### src/sv/vrp_pkg.sv
package vrp_pkg;

    localparam int CoordW   = 16;
    localparam int TrigW    = 16;
    localparam int FocalW   = 10;
    localparam int ScreenW  = 12;
    localparam int DepthW   = 17;
    localparam int NumW     = 27;   // focal (unsigned 10) times coord (signed 16)
    localparam int QuotW    = 27;
    localparam int CfgAddrW = 3;
    localparam int CfgDataW = 16;

    localparam logic [CfgAddrW-1:0] RegCosX  = 3'd0;
    localparam logic [CfgAddrW-1:0] RegSinX  = 3'd1;
    localparam logic [CfgAddrW-1:0] RegCosY  = 3'd2;
    localparam logic [CfgAddrW-1:0] RegSinY  = 3'd3;
    localparam logic [CfgAddrW-1:0] RegCosZ  = 3'd4;
    localparam logic [CfgAddrW-1:0] RegSinZ  = 3'd5;
    localparam logic [CfgAddrW-1:0] RegFocal = 3'd6;
    localparam logic [CfgAddrW-1:0] RegDepth = 3'd7;

    localparam logic signed [TrigW-1:0]  TrigOne     = 16'sd16384;
    localparam logic [FocalW-1:0]        FocalReset  = 10'd200;
    localparam logic signed [CoordW-1:0] DepthReset  = 16'sd8192;
    localparam logic signed [ScreenW-1:0] ScreenCtr  = 12'sd300;

    typedef struct packed {
        logic signed [TrigW-1:0] cos_x;
        logic signed [TrigW-1:0] sin_x;
        logic signed [TrigW-1:0] cos_y;
        logic signed [TrigW-1:0] sin_y;
        logic signed [TrigW-1:0] cos_z;
        logic signed [TrigW-1:0] sin_z;
        logic [FocalW-1:0]       focal;
        logic signed [CoordW-1:0] depth_off;
    } t_cfg;

    // Round a Q.26 sum (half up) to Q3.12 and saturate to 16 bits.
    function automatic logic signed [CoordW-1:0] to_q12(input logic signed [33:0] acc);
        logic signed [33:0] b;
        logic signed [19:0] q;
        begin
            b = acc + 34'sd8192;
            q = b[33:14];
            if (q > 20'sd32767)       to_q12 = 16'sh7fff;
            else if (q < -20'sd32768) to_q12 = 16'sh8000;
            else                      to_q12 = q[15:0];
        end
    endfunction

endpackage

### src/sv/vrp_rot.sv
// One rotation: two products each for a and b, registered, then summed and rounded.
// a = c*p + sa*s*q ; b = c*q + sb*s*p  (signs chosen by SignA)
module vrp_rot #(
    parameter bit SignA = 1'b0   // 0: a = c*p - s*q, b = s*p + c*q ; 1: a = c*p + s*q, b = c*q - s*p
) (
    input  logic                          i_clk,
    input  logic                          i_en,
    input  logic signed [vrp_pkg::TrigW-1:0]  i_c,
    input  logic signed [vrp_pkg::TrigW-1:0]  i_s,
    input  logic signed [vrp_pkg::CoordW-1:0] i_p,
    input  logic signed [vrp_pkg::CoordW-1:0] i_q,
    input  logic signed [vrp_pkg::CoordW-1:0] i_pass,
    output logic signed [vrp_pkg::CoordW-1:0] o_a,
    output logic signed [vrp_pkg::CoordW-1:0] o_b,
    output logic signed [vrp_pkg::CoordW-1:0] o_pass
);
    import vrp_pkg::*;

    logic signed [31:0] r_cp, r_sq, r_sp, r_cq;
    logic signed [CoordW-1:0] r_pass1;
    logic signed [CoordW-1:0] r_a, r_b, r_pass2;
    logic signed [33:0] n_sa, n_sb;

    always_ff @(posedge i_clk) begin
        if (i_en) begin
            r_cp    <= i_c * i_p;
            r_sq    <= i_s * i_q;
            r_sp    <= i_s * i_p;
            r_cq    <= i_c * i_q;
            r_pass1 <= i_pass;
            r_a     <= to_q12(n_sa);
            r_b     <= to_q12(n_sb);
            r_pass2 <= r_pass1;
        end
    end

    always_comb begin
        if (SignA) begin
            n_sa = 34'(r_cp) + 34'(r_sq);
            n_sb = 34'(r_cq) - 34'(r_sp);
        end else begin
            n_sa = 34'(r_cp) - 34'(r_sq);
            n_sb = 34'(r_sp) + 34'(r_cq);
        end
    end

    assign o_a    = r_a;
    assign o_b    = r_b;
    assign o_pass = r_pass2;
endmodule

### config.mk
export PLATFORM = sky130hd
export DESIGN_NAME = vrp_rot
export DESIGN_NICKNAME = d
export VERILOG_FILES = /design/src/sv/vrp_pkg.sv /design/src/sv/vrp_rot.sv
export SDC_FILE = /design/constraint.sdc
export NUM_CORES = 2
export LEC_CHECK = 0
export BUFFER_PORTS_ARGS = -buffer_cell sky130_fd_sc_hd__buf_4
export CAP_MARGIN = 20
export CORE_MARGIN = 3
export CORE_UTILIZATION = 46
export DETAILED_ROUTE_END_ITERATION = 7
export GPL_ROUTABILITY_DRIVEN = 0
export RECOVER_POWER = 25
export SYNTH_ARGS = -nofsm -noshare
export SYNTH_HDL_FRONTEND = slang
export SYNTH_SLANG_ARGS = --single-unit
### constraint.sdc
create_clock -name i_clk -period 7 [get_ports i_clk]
set_input_delay 1.4 -clock i_clk [delete_from_list [all_inputs] [get_ports i_clk]]
set_output_delay 1.4 -clock i_clk [all_outputs]
set_load 0.05 [all_outputs]
== Yosys cells after proc, flatten, opt, wreduce, memory -nomap -nowiden ==
Index checks and enable logic that the tools add are counted.

* Flip-flop bits (word level): 192
* Bits of input ports: 82
* Output and inout port bits: 48

* Multipliers: 4
* Order comparisons: 4
* Add/sub/neg operators: 4
* Muxes and demuxes: 2

{| class="wikitable"
|+ Operator list
! cell !! number
|-
| $mul A16 B16 Y32 || 4
|-
| $add A34 B15 Y34 const B || 2
|-
| $gt A20 B16 Y1 const B || 2
|-
| $lt A20 B16 Y1 const B || 2
|-
| $add A32 B32 Y33 || 1
|-
| $sub A32 B32 Y33 || 1
|-
| $mux W16 || 2
|}

== Logic depth before layout (Yosys ltp) ==
* Word-level depth: 4
* Mapped depth: 28
* Depth with buffers taken out: 26

== Worst setup path after synthesis ==
No wires, ideal clock.

* Path type: in2reg
* Start: input i_q[7] in the netlist's numbering
* End: register r_sq[30], data pin
* Stages: 26
* Buffers on the path: 1
* Path slack: -565 ps
* Arrival time: 7308 ps
* Path through: clkbuf_1 > nand2_1 > fa_1 > inv_1 > fa_1 > inv_1 > fa_1 > inv_1 > fa_1 > fa_1 > inv_1 > fa_1 > inv_1 > ha_1 > a21oi_1 > o22ai_1 > o21a_1 > a311oi_1 > o31ai_1 > a211oi_1 > o21ai_0 > a31o_2 > o41ai_1 > o21bai_1 > a21oi_1 > xnor2_1

* Word-level cells in the longest chain between the ends: 1

{| class="wikitable"
|+ RTL lines
! what !! RTL line !! text
|-
| start, declared || vrp_rot.sv:11 || <nowiki>input logic signed [vrp_pkg::CoordW-1:0] i_q,</nowiki>
|-
| $mul A16 B16 Y32 || vrp_rot.sv:27 || <nowiki>r_sq <= i_s * i_q;</nowiki>
|-
| end signal, assigned || vrp_rot.sv:27 ||
|-
| end, declared || vrp_rot.sv:19 || <nowiki>logic signed [31:0] r_cp, r_sq, r_sp, r_cq;</nowiki>
|}

No other way between the ends.
A chain may end at the register's enable or synchronous reset.

== Worst setup path after layout ==
* Start: input i_c[7] in the netlist's numbering
* End: register r_cp[31], data pin

* Word-level cells in the longest chain between the ends: 1

{| class="wikitable"
|+ RTL lines
! what !! RTL line !! text
|-
| start, declared || vrp_rot.sv:8 || <nowiki>input logic signed [vrp_pkg::TrigW-1:0] i_c,</nowiki>
|-
| $mul A16 B16 Y32 || vrp_rot.sv:26 || <nowiki>r_cp <= i_c * i_p;</nowiki>
|-
| end signal, assigned || vrp_rot.sv:26 ||
|-
| end, declared || vrp_rot.sv:19 ||
|}

No other way between the ends.

==> results.yml <==
die:
  fp-row-count: 119
  area_inside_the_core_boundary_sq_um: 106000
  ios: 130
  design.die.area_sq_um: 111000
  chipWidth_um: 333
  dieHeight_um: 333
  initial_utilization_pct: 46.6
synth:
  synth_ff_type: "sky130_fd_sc_hd__edfxtp_1"
  avgSynthCellArea_sq_um: 9.48
  syn_inst: 5191
  synth_enable_flop_cells: 192
  synth-seq-cells: 192
  synth.yosys.seq_area_share_pct: 11.7
  synth-async-reset-ratio_pct: 0
  syn_area_sq_um: 49200
  post_synth_num_cell_types: 94
  total_nets_after_synthesis: 6713
  yosysWarningCount: 0
worst_setup_path:
  setup.worst_path.end: "r_cp[31]$_DFFE_PP_"
  worst_setup_path_end_kind: "register"
  worst_setup_path_startpoint: "i_c[7]"
  reg2reg_setup_slack_ns: 1.57
  worstSetupPathType: "in -> reg"
  startpoint_type: "primary input"
  rr_worst_depth: 13
  r2r-start: "r_cp[2]$_DFFE_PP_"
  worst-endpoint-arrival_ns: 7.34
  worst-path-max-fanout: 7
  worst_r2r_endpoint: "o_a[0]$_SDFFCE_PN1P_"
  cp_data_required_time_ns: 7.27
hold_path:
  hold_path.class: "reg -> reg"
  worstHoldPathCells: 0
route:
  drc: 0
  finalWirelength_mm: 127
  firstDrtPassIters: 6
  wire_per_inst_um: 17.9
  antenna_violating_nets_post_route: 0
  drtIter0Drc: 2048
  num_vias: 35864
  detail_route.vias_per_cell: 5.06
cells_and_area:
  instances_no_fill: 7087
  layout_commonest_cell: "sky130_fd_sc_hd__inv_1"
  final_layout_size_suffix_gt1_share_pct: 16.0
  layout.nets: 7203
  area_growth_pct: 17.2
  mostFrequentLayoutCells: "sky130_fd_sc_hd__inv_1, sky130_fd_sc_hd__fa_1, sky130_fd_sc_hd__buf_4"
timing:
  rsz0062_at_grt: "true"
  count_of_endpoints_failing_setup_in_the_final_report: 2
  layout_worst_path_cycle_share_pct: 101
  clock.fmax_ghz: 0.141
  period_minus_slack_ns: 7.08
  tightestPinTransition_ns: 2.91
  timing.slew.headroom_pct: -93.9
  finalWorstSetupSlack_ns: -0.0758
  clock_skew_ns: 0.0283
  final-max-slew-violation-count: 195
  timing_hold_violations_final: 0
global_route:
  grt_usage_pct: 23.5
  grt_overflow: 0
  antenna_found_initial: 2
  grt_start_max_net_pins: 141
  grt_pass1_vias: 38009
  grt_pass1_wl_mm: 205
run:
  cap_viol_max_count: 2
place:
  place.detailed.hpwl_mm: 107
  io_buffers: 129
  placed_cells_incl_taps: 7020
clock_tree:
  clock-sinks: 192
  cts-buffers-inserted: 17
  ctsRootBufferMaster: "sky130_fd_sc_hd__clkbuf_16"
  cts.path.max_buffers: 2
  clkSlewWorstSetupHoldPaths_ns: 0.09
  clock_tree_from_tritoncts: "built"
  clock_latency_ns: 0.51
  h-tree-depth: 4
status:
  run_status: "finished, violations left"
  violations: "capacitance limit, slew limit, setup timing"
layout make-up:
cell class	instances	area, sq um
Antenna cell	2	5.00
Sequential cell	192	5770
Clock inverter	15	188
Inverter	1233	4630
Clock buffer	17	425
Tap cell	1391	1740
Timing Repair Buffer	682	6050
Multi-Input combinational cell	3555	38900
Fill cell	9601	48000
worst max-delay path, stage by stage:
cell and delay, ns:
sky130_fd_sc_hd__buf_6 0.13, sky130_fd_sc_hd__and2_4 0.17, sky130_fd_sc_hd__fa_1 0.53, sky130_fd_sc_hd__inv_1 0.06, sky130_fd_sc_hd__fa_2 0.54, sky130_fd_sc_hd__fa_2 0.44, sky130_fd_sc_hd__fa_1 0.54, sky130_fd_sc_hd__inv_1 0.06
sky130_fd_sc_hd__fa_2 0.47, sky130_fd_sc_hd__fa_1 0.48, sky130_fd_sc_hd__ha_4 0.26, sky130_fd_sc_hd__a21o_1 0.19, sky130_fd_sc_hd__a21oi_2 0.16, sky130_fd_sc_hd__o21bai_2 0.10, sky130_fd_sc_hd__a21oi_2 0.18, sky130_fd_sc_hd__a2bb2oi_2 0.17
sky130_fd_sc_hd__buf_4 0.14, sky130_fd_sc_hd__nand3b_1 0.13, sky130_fd_sc_hd__a31oi_2 0.21, sky130_fd_sc_hd__buf_4 0.17, sky130_fd_sc_hd__o21ai_4 0.07, sky130_fd_sc_hd__o41ai_4 0.41, sky130_fd_sc_hd__o21bai_1 0.14, sky130_fd_sc_hd__a21oi_2 0.14
sky130_fd_sc_hd__xnor2_1 0.08
worst min-delay path by stage:
| stage | start | to | slack, ns |
|---|---|---|---|
| finish | r_pass1[1]$_DFFE_PP_ | o_pass[1]$_DFFE_PP_ | 0.42 |
| global route | r_pass1[9]$_DFFE_PP_ | o_pass[9]$_DFFE_PP_ | 0.43 |
| CTS | r_pass1[6]$_DFFE_PP_ | o_pass[6]$_DFFE_PP_ | 0.43 |
| detailed placement | r_pass1[6]$_DFFE_PP_ | o_pass[6]$_DFFE_PP_ | 0.40 |
| global placement | r_pass1[10]$_DFFE_PP_ | o_pass[10]$_DFFE_PP_ | 0.40 |
| floorplan | r_pass1[0]$_DFFE_PP_ | o_pass[0]$_DFFE_PP_ | 0.40 |
layer usage:
| metal | part of all wire, % | GRT usage [%] | routed length [um] |
|---|---|---|---|
| met1 | 45 | 33.8 | 56700 |
| met2 | 47 | 37.4 | 59600 |
| met3 | 5.7 | 3.18 | 7200 |
| met4 | 2.6 | 6.73 | 3280 |
| met5 | 0 | 0 | 0 |
through the flow:
stage	worst slack [ns]	area [sq um]	hold WS, ns	utilization [%]	TNS (ns)
2_1_floorplan	-0.142	49800	0.400	-	-0.380
3_3_place_gp	-0.658	55700	0.400	52.7	-14.13
3_5_place_dp	-0.723	55700	0.405	52.7	-15.51
4_1_cts	-0.00234	56500	0.426	53.4	-0.00234
5_1_grt	-0.319	57700	0.430	54.5	-2.06
6_report	-0.0758	57700	0.424	54.6	-0.0816
repair_timing:
action	CTS	global route
resized for setup	36	213
buffers inserted	3	23
hold buffers	0	0
setup endpoints to repair	10	27
pin swaps	15	129
gates cloned	0	7
flip-flops by register name, summed over array words and instances (netlist names):
name / flops
r_pass1: 16
r_sq: 32
o_b: 16
r_cq: 32
r_cp: 32
o_a: 16
r_sp: 32
o_pass: 16
kinds of logic (layout without fill, tap and decap cells):
family | count (synthesis) | in the layout | synth area share (%)
compound gates | 475 | 475 | 6.37
xor+xnor | 190 | 190 | 3.42
fa+ha+maj | 1440 | 1440 | 52.6
buf+inv | 1444 | 1947 | 11.0
flops | 192 | 192 | 11.7
mux | 7 | 7 | 0.142
other cells | 0 | 2 | 0
simple gates | 1443 | 1443 | 14.7
synthesized netlist by cell type (28+ instances only):
| library cell | count | area [sq um] |
|---|---|---|
| sky130_fd_sc_hd__a21o_1 | 48 | 360 |
| sky130_fd_sc_hd__nor2_1 | 171 | 642 |
| sky130_fd_sc_hd__nand2b_1 | 37 | 231 |
| sky130_fd_sc_hd__edfxtp_1 | 192 | 5770 |
| sky130_fd_sc_hd__nand3_1 | 34 | 170 |
| sky130_fd_sc_hd__o21a_1 | 28 | 210 |
| sky130_fd_sc_hd__o21ai_0 | 76 | 380 |
| sky130_fd_sc_hd__xnor2_1 | 140 | 1230 |
| sky130_fd_sc_hd__xor2_1 | 49 | 429 |
| sky130_fd_sc_hd__fa_1 | 1048 | 21000 |
| sky130_fd_sc_hd__o21bai_1 | 31 | 233 |
| sky130_fd_sc_hd__inv_1 | 1232 | 4620 |
| sky130_fd_sc_hd__a21oi_1 | 132 | 661 |
| sky130_fd_sc_hd__nand2_1 | 548 | 2060 |
| sky130_fd_sc_hd__and2_1 | 511 | 3200 |
| sky130_fd_sc_hd__ha_1 | 392 | 4900 |
| sky130_fd_sc_hd__nor3_1 | 37 | 185 |
| sky130_fd_sc_hd__clkbuf_1 | 203 | 762 |
Power is not shown: default switching activity piles up to over one toggle a cycle in this logic, so the estimate is an artifact.
