### src/sv/vrp_pkg.sv
package vrp_pkg;

    localparam int CoordW   = 16;
    localparam int TrigW    = 16;
    localparam int FocalW   = 10;
    localparam int ScreenW  = 12;
    localparam int DepthW   = 17;
    localparam int NumW     = 27;   // focal (unsigned 10) times coord (signed 16)
    localparam int QuotW    = 27;
    localparam int CfgAddrW = 3;
    localparam int CfgDataW = 16;

    localparam logic [CfgAddrW-1:0] RegCosX  = 3'd0;
    localparam logic [CfgAddrW-1:0] RegSinX  = 3'd1;
    localparam logic [CfgAddrW-1:0] RegCosY  = 3'd2;
    localparam logic [CfgAddrW-1:0] RegSinY  = 3'd3;
    localparam logic [CfgAddrW-1:0] RegCosZ  = 3'd4;
    localparam logic [CfgAddrW-1:0] RegSinZ  = 3'd5;
    localparam logic [CfgAddrW-1:0] RegFocal = 3'd6;
    localparam logic [CfgAddrW-1:0] RegDepth = 3'd7;

    localparam logic signed [TrigW-1:0]  TrigOne     = 16'sd16384;
    localparam logic [FocalW-1:0]        FocalReset  = 10'd200;
    localparam logic signed [CoordW-1:0] DepthReset  = 16'sd8192;
    localparam logic signed [ScreenW-1:0] ScreenCtr  = 12'sd300;

    typedef struct packed {
        logic signed [TrigW-1:0] cos_x;
        logic signed [TrigW-1:0] sin_x;
        logic signed [TrigW-1:0] cos_y;
        logic signed [TrigW-1:0] sin_y;
        logic signed [TrigW-1:0] cos_z;
        logic signed [TrigW-1:0] sin_z;
        logic [FocalW-1:0]       focal;
        logic signed [CoordW-1:0] depth_off;
    } t_cfg;

    // Round a Q.26 sum (half up) to Q3.12 and saturate to 16 bits.
    function automatic logic signed [CoordW-1:0] to_q12(input logic signed [33:0] acc);
        logic signed [33:0] b;
        logic signed [19:0] q;
        begin
            b = acc + 34'sd8192;
            q = b[33:14];
            if (q > 20'sd32767)       to_q12 = 16'sh7fff;
            else if (q < -20'sd32768) to_q12 = 16'sh8000;
            else                      to_q12 = q[15:0];
        end
    endfunction

endpackage

### src/sv/vrp_div.sv
// Pipelined restoring divider on magnitudes, one quotient bit per stage,
// truncating toward zero, then +300 and saturate; the result is registered.
module vrp_div (
    input  logic                              i_clk,
    input  logic                              i_en,
    input  logic signed [vrp_pkg::NumW-1:0]   i_num,
    input  logic signed [vrp_pkg::DepthW-1:0] i_den,
    input  logic                              i_zero,
    output logic signed [vrp_pkg::ScreenW-1:0] o_screen
);
    import vrp_pkg::*;

    localparam int St = QuotW;

    logic [QuotW-1:0]  r_rem  [St+1];
    logic [QuotW-1:0]  r_quo  [St+1];
    logic [DepthW-1:0] r_den  [St+1];
    logic              r_neg  [St+1];
    logic              r_zero [St+1];
    logic signed [ScreenW-1:0] r_out;

    logic [QuotW-1:0]  n_nmag;
    logic [DepthW-1:0] n_dmag;
    logic signed [QuotW+1:0] n_res;

    always_comb begin
        n_nmag = i_num[NumW-1] ? QuotW'(-i_num) : QuotW'(i_num);
        n_dmag = i_den[DepthW-1] ? DepthW'(-i_den) : DepthW'(i_den);
    end

    always_ff @(posedge i_clk) begin
        if (i_en) begin
            r_rem[0]  <= n_nmag;
            r_quo[0]  <= '0;
            r_den[0]  <= n_dmag;
            r_neg[0]  <= i_num[NumW-1] ^ i_den[DepthW-1];
            r_zero[0] <= i_zero;
        end
    end

    for (genvar k = 0; k < St; k++) begin : g_st
        localparam int B = St - 1 - k;
        logic [QuotW+DepthW-1:0] n_sh;
        logic                    n_ge;
        assign n_sh = (QuotW+DepthW)'(r_den[k]) << B;
        assign n_ge = (QuotW+DepthW)'(r_rem[k]) >= n_sh;
        always_ff @(posedge i_clk) begin
            if (i_en) begin
                r_rem[k+1]  <= n_ge ? QuotW'((QuotW+DepthW)'(r_rem[k]) - n_sh) : r_rem[k];
                r_quo[k+1]  <= r_quo[k] | (QuotW'(n_ge) << B);
                r_den[k+1]  <= r_den[k];
                r_neg[k+1]  <= r_neg[k];
                r_zero[k+1] <= r_zero[k];
            end
        end
    end

    always_comb begin
        n_res = r_neg[St] ? -$signed({2'b00, r_quo[St]}) : $signed({2'b00, r_quo[St]});
        n_res = n_res + (QuotW+2)'(300);
    end

    always_ff @(posedge i_clk) begin
        if (i_en) begin
            if (r_zero[St])                          r_out <= ScreenCtr;
            else if (n_res > (QuotW+2)'(2047))       r_out <= 12'sd2047;
            else if (n_res < -(QuotW+2)'(2047))      r_out <= -12'sd2047;
            else                                     r_out <= n_res[ScreenW-1:0];
        end
    end

    assign o_screen = r_out;
endmodule

### config.mk
export PLATFORM = sky130hd
export DESIGN_NAME = vrp_div
export DESIGN_NICKNAME = d
export VERILOG_FILES = /design/src/sv/vrp_pkg.sv /design/src/sv/vrp_div.sv
export SDC_FILE = /design/constraint.sdc
export NUM_CORES = 2
export LEC_CHECK = 0
export BUFFER_PORTS_ARGS = -buffer_cell sky130_fd_sc_hd__buf_2
export CAP_MARGIN = 20
export CORE_MARGIN = 2
export CORE_UTILIZATION = 60
export DETAILED_ROUTE_END_ITERATION = 6
export PLACE_DENSITY_LB_ADDON = 0.05
export SYNTH_ARGS = -nofsm -noshare
export SYNTH_HDL_FRONTEND = slang
export SYNTH_SLANG_ARGS = --single-unit
### constraint.sdc
create_clock -name i_clk -period 5.4 [get_ports i_clk]
set_clock_uncertainty 0.05 [all_clocks]
set_input_delay 0.27 -clock i_clk [delete_from_list [all_inputs] [get_ports i_clk]]
set_output_delay 0.27 -clock i_clk [all_outputs]
set_load 0.005 [all_outputs]
## Word level (Yosys, flattened, before mapping)

Memory sizes are Yosys's and may differ from the RTL's.
Index checks and enable logic that the tools add are counted.

| word-level totals | value |
|---|---|
| flip-flop bits (word level) | 12 |
| latch bits | 0 |
| memory bits (writable) | 2044 |
| bits in read-only memories | 0 |
| input port bits | 47 |
| output and inout bits | 12 |
| logic and storage cells | 130 |
| memories | 5 |

Memory list:

| name | depth | width | read ports | clocked after memory_dff | wr ports | line | source |
|---|---|---|---|---|---|---|---|
| r_quo | 28 | 27 | 28 | 0 | 28 | vrp_div.sv:16 | `logic [QuotW-1:0] r_quo [St+1];` |
| r_rem | 28 | 27 | 27 | 0 | 28 | vrp_div.sv:15 | `logic [QuotW-1:0] r_rem [St+1];` |
| r_den | 28 | 17 | 27 | 0 | 28 | vrp_div.sv:17 | `logic [DepthW-1:0] r_den [St+1];` |
| r_neg | 28 | 1 | 28 | 0 | 28 | vrp_div.sv:18 | `logic r_neg [St+1];` |
| r_zero | 28 | 1 | 28 | 0 | 28 | vrp_div.sv:19 | `logic r_zero [St+1];` |

| operators by class | value |
|---|---|
| $add $sub $neg | 31 |
| multiply operators | 0 |
| divide/modulo/power cells | 0 |
| order comparisons | 29 |
| eq/ne operators | 0 |
| shift-type cells | 0 |
| multiplexer cells | 34 |
| bitwise gates (word level) | 28 |
| reduce and logical (&&, ||, !) cells | 1 |

Operators with widths:

| operator | count |
|---|---|
| two-way mux 27 bit | 28 |
| subtractor 27 bit | 17 |
| >= comparator 27 x 43 -> 1 bit | 1 |
| >= comparator 27 x 42 -> 1 bit | 1 |
| >= comparator 27 x 41 -> 1 bit | 1 |
| >= comparator 27 x 40 -> 1 bit | 1 |
| >= comparator 27 x 39 -> 1 bit | 1 |
| >= comparator 27 x 38 -> 1 bit | 1 |
| >= comparator 27 x 37 -> 1 bit | 1 |
| >= comparator 27 x 36 -> 1 bit | 1 |
| >= comparator 27 x 35 -> 1 bit | 1 |
| >= comparator 27 x 34 -> 1 bit | 1 |
| >= comparator 27 x 33 -> 1 bit | 1 |
| >= comparator 27 x 32 -> 1 bit | 1 |
| >= comparator 27 x 31 -> 1 bit | 1 |
| >= comparator 27 x 30 -> 1 bit | 1 |
| adder 29 x 10 -> 29 bit, second input constant | 1 |
| >= comparator 27 x 29 -> 1 bit | 1 |
| greater-than comparator 29 x 12 -> 1 bit, second input constant | 1 |
| less-than comparator 29 x 12 -> 1 bit, second input constant | 1 |
| two-way mux 29 bit | 1 |
| negator 27 -> 29 bit | 1 |
| >= comparator 27 x 28 -> 1 bit | 1 |
| >= comparator 27 x 17 -> 1 bit | 1 |
| other kinds (55) | 56 |

## Logic depth before layout (Yosys ltp)

An unclocked memory read counts as a cell.

| logic depth | value |
|---|---|
| word-level depth | 7 |
| mapped depth | 18 |
| gate-level depth less buffers | 17 |

## Worst setup path after synthesis

Ideal clock, no wire load.

| timing | value |
|---|---|
| path type | flip-flop to flip-flop |
| start point | memory r_neg[27][0], in the netlist r_neg[13][1] |
| end point | register r_out[8], in the netlist o_screen[8], data pin |
| setup time | 0.273 ns |
| arrival time | 4.109 ns |
| data required time | 5.077 ns |
| path slack | 0.968 ns |
| stages on the path, launching flop included | 19 |
| buffers on the path | 4 |
| clock period less this slack | 4.432 ns |
| path through | edfxtp_1 clkbuf_1 clkbuf_1 clkbuf_1 clkbuf_1 o31ai_1 xor2_1 ha_1 nand2b_1 a221oi_1 o221ai_1 a21oi_2 nor4_1 xnor2_1 o211ai_1 nor4bb_1 nand4_1 a21oi_1 a31oi_1 |

RTL lines:

| item | line | source |
|---|---|---|
| start, declared | vrp_div.sv:18 |  |
| end signal, assigned | vrp_div.sv:65 | `if (r_zero[St]) r_out <= ScreenCtr;` |
| end signal, assigned | vrp_div.sv:67 | `else if (n_res < -(QuotW+2)'(2047)) r_out <= -12'sd2047;` |
| end signal, assigned | vrp_div.sv:68 | `else r_out <= n_res[ScreenW-1:0];` |
| end, declared | vrp_div.sv:20 | `logic signed [ScreenW-1:0] r_out;` |

==> impl_metrics.env <==
export IMPL_ioPinCount=59
export IMPL_yosys_area_top_type_share=0.6825
export IMPL_io_buffers=58
export IMPL_root_buffer="clkbuf_16"
export IMPL_die_x_um=350.1
export IMPL_cp_endpoint="o_screen[8]$_SDFFCE_PP1P_"
export IMPL_yosys_most_used_dff="edfxtp_1"
export IMPL_cp_start_kind="register"
export IMPL_cts_setup_buffers=0
export IMPL_regToRegSetupSlack_ps=540
export IMPL_cts_buffer_depth=3
export IMPL_netlist_area_um2=71890
export IMPL_hold_viol_final=0
export IMPL_slowest_delay_ps=640
export IMPL_clock_fmax_mhz=205.8
export IMPL_endpoint_kind="register"
export IMPL_gp_congestion=0.8729
export IMPL_post_synth_top_count_cell="edfxtp_1"
export IMPL_cap_viol_max_count=0
export IMPL_final_util=0.6801
export IMPL_crit_buf_inv=1
export IMPL_initialDrtViolationCount=3276
export IMPL_num_vias=40270
export IMPL_wirelength_um=138800
export IMPL_syn_nets=5427
export IMPL_fillCellCount=8171
export IMPL_path_max_fanout=12
export IMPL_first_pass_iters=6
export IMPL_synth_edff_count=1634
export IMPL_grt_max_degree=165
export IMPL_critPathRequiredTime_ps=5860
export IMPL_layout_drive_gt1_share=0.09433
export IMPL_synth_common_cells="edfxtp_1 (1634), inv_1 (460), ha_1 (328), nand2_1 (270), nor2_1 (232)"
export IMPL_grt_pass1_vias=39070
export IMPL_ys_ff_latch=1634
export IMPL_yosysWarnings=0
export IMPL_dpl_hpwl_um=98000
export IMPL_finalCriticalPeriod_ps=4858
export IMPL_nets=5693
export IMPL_cp_arrival_ps=5310
export IMPL_rr_endpoint="o_screen[8]$_SDFFCE_PP1P_"
export IMPL_status="complete, no violations"
export IMPL_start_util=0.6072
export IMPL_synth_area_leaders="edfxtp_1 (68%), ha_1 (5.7%), inv_1 (2.4%), xnor2_1 (2.1%), mux2_2 (1.8%)"
export IMPL_cts_buffers=163
export IMPL_seq_area_frac_synth=0.6825
export IMPL_synth_cells=5028
export IMPL_synth_top_cell_by_area="edfxtp_1"
export IMPL_reg2reg_from="r_quo[1][297]$_DFFE_PP_"
export IMPL_setup_viol=0
export IMPL_path_cells="inv_1 -> ha_1 -> or3b_2 -> o41ai_4 -> xor2_1 -> o31a_1 -> nor3_2 -> o311ai_0 -> o211ai_1 -> nor4bb_1 -> nand4_1 -> a21oi_1 -> a31oi_1"
export IMPL_rsz0062_at_grt="false"
export IMPL_core_area_um2=118400
export IMPL_slew_headroom=0.3445
export IMPL_routedWlPerCell_um=19.78
export IMPL_hold_path_class="in2reg"
export IMPL_slowest_stage="or3b_2"
export IMPL_htreeDepth=4
export IMPL_cts_tree="built"
export IMPL_async_flop_share=0
export IMPL_antenna_left=0
export IMPL_yosys_cell_types_count=94
export IMPL_post_route_drc_count=0
export IMPL_crit_family="compound AO/OA/AOI/OAI gates"
export IMPL_critPathLaunch="r_quo[1][297]$_DFFE_PP_"
export IMPL_viasPerCell=5.737
export IMPL_worstMarginPinSlew_ps=983.2
export IMPL_rows=126
export IMPL_clock_latency_ps=770
export IMPL_die_y_um=350.1
export IMPL_reg2reg_depth=13
export IMPL_clock_sinks=1634
export IMPL_clk_pin_slew_ps=60
export IMPL_syn2layout_area_growth_pct=12.00
export IMPL_fin_crit_sh=0.8997
export IMPL_critical_path_class="reg2reg"
export IMPL_grt_pass1_wl_um=216700
export IMPL_slew_viol_final=0
export IMPL_grt_antenna_before_repair=1
export IMPL_fin_tns_setup_ps=0
export IMPL_avgSynthCellArea_um2=14.30
export IMPL_worstSetupPathDepth=13
export IMPL_power_density_nw_per_um2=423.5
export IMPL_leakage_uw=0.03007
export IMPL_grt_overflow=0
export IMPL_ir_drop_v=0.0003450
export IMPL_fin_hold_ws_ps=97.33
export IMPL_track_usage=0.2283
export IMPL_die_area_um2=122600
==> kinds of logic after synthesis <==
family	count (synthesis)	share of synthesized area
xor+xnor	318	0.03874
fa+ha+maj	353	0.06391
buf+inv	533	0.02807
mux	147	0.02252
flops	1634	0.6825
simple gates	1169	0.08551
compound gates	874	0.07870
==> registers in the layout, indices dropped and copies added (netlist names) <==
name	cells
r_rem	729
r_den	459
r_quo	378
r_neg	28
r_zero	28
o_screen	12
==> routing by layer <==
metal  wire length [um]  track usage
met5                  0            0
met4               4005      0.07908
met3               6976      0.03552
met2              64380       0.3608
met1              63440       0.3263
==> cells in the final DEF, fill, tap and decap left out, types with 50 or more instances in the layout <==
master         Yosys  layout
a21o_1           102     102
a21oi_1          222     222
buf_2              8      57
clkbuf_16          0     168
dlygate4sd3_1      0      75
edfxtp_1        1634    1634
ha_1             328     328
inv_1            460     460
mux2_2           118     118
nand2_1          270     270
nand2b_1          76      76
nand3_1           53      53
nand4_1           69      69
nor2_1           232     229
nor2b_1           62      62
nor3_1            94      94
nor4_1           118     118
o21ai_0          221     221
o31ai_1           52      50
xnor2_1          176     176
xor2_1           142     142
==> area by class of cell <==
type / instances / area, um^2 / share of cell area
inverter: 461 / 1730 / 0.02149
tap: 1600 / 2002 / 0.02486
sequential: 1634 / 49070 / 0.6094
timing repair buffer: 173 / 1559 / 0.01936
clock inverter: 89 / 991.0 / 0.01231
antenna: 2 / 5.005 / 0.00006216
multi-input combinational: 2861 / 20840 / 0.2589
clock buffer: 199 / 4320 / 0.05366
==> per-stage QoR <==
step,area [um^2],total power (uW),cells,setup WS [ps]
after floorplan,71890,21120,5028,968.0
after global placement,74410,22900,6652,729.0
after detailed placement,74430,23020,6653,523.5
after CTS,80490,34320,7016,527.0
after global routing,80510,35720,7017,90.76
final,80520,34100,7019,541.6
==> what timing repair did <==
action,in CTS,in global routing
setup endpoints to repair,0,1
hold buffers,75,0
endpoints found under the hold margin,120,0
gates resized for setup,0,1
==> power breakdown <==
part / internal [uW] / leakage [uW] / switching, uW / total (uW)
Combinational: 2720 / 0.0115 / 3460 / 6180
Sequential: 15800 / 0.0159 / 916 / 16700
Clock: 6560 / 0.00258 / 4620 / 11200
Total: 25100 / 0.0301 / 9000 / 34100
==> worst min path at each step <==
stage                                        from                 endpoint  slack [ps]  cells past startpoint
after CTS                               i_num[26]    r_rem[0][1]$_DFFE_PP_          20                      2
after floorplan                          i_den[0]    r_den[0][0]$_DFFE_PP_         320                      0
after global placement    r_quo[1][228]$_DFFE_PP_  r_quo[1][255]$_DFFE_PP_         350                      0
final                                   i_num[26]    r_rem[0][1]$_DFFE_PP_         100                      2
after global routing                    i_num[26]    r_rem[0][1]$_DFFE_PP_         100                      3
after detailed placement    r_neg[5][0]$_DFFE_PP_    r_neg[5][1]$_DFFE_PP_         350                      0
Note: power is estimated with default switching activity, not from simulation.
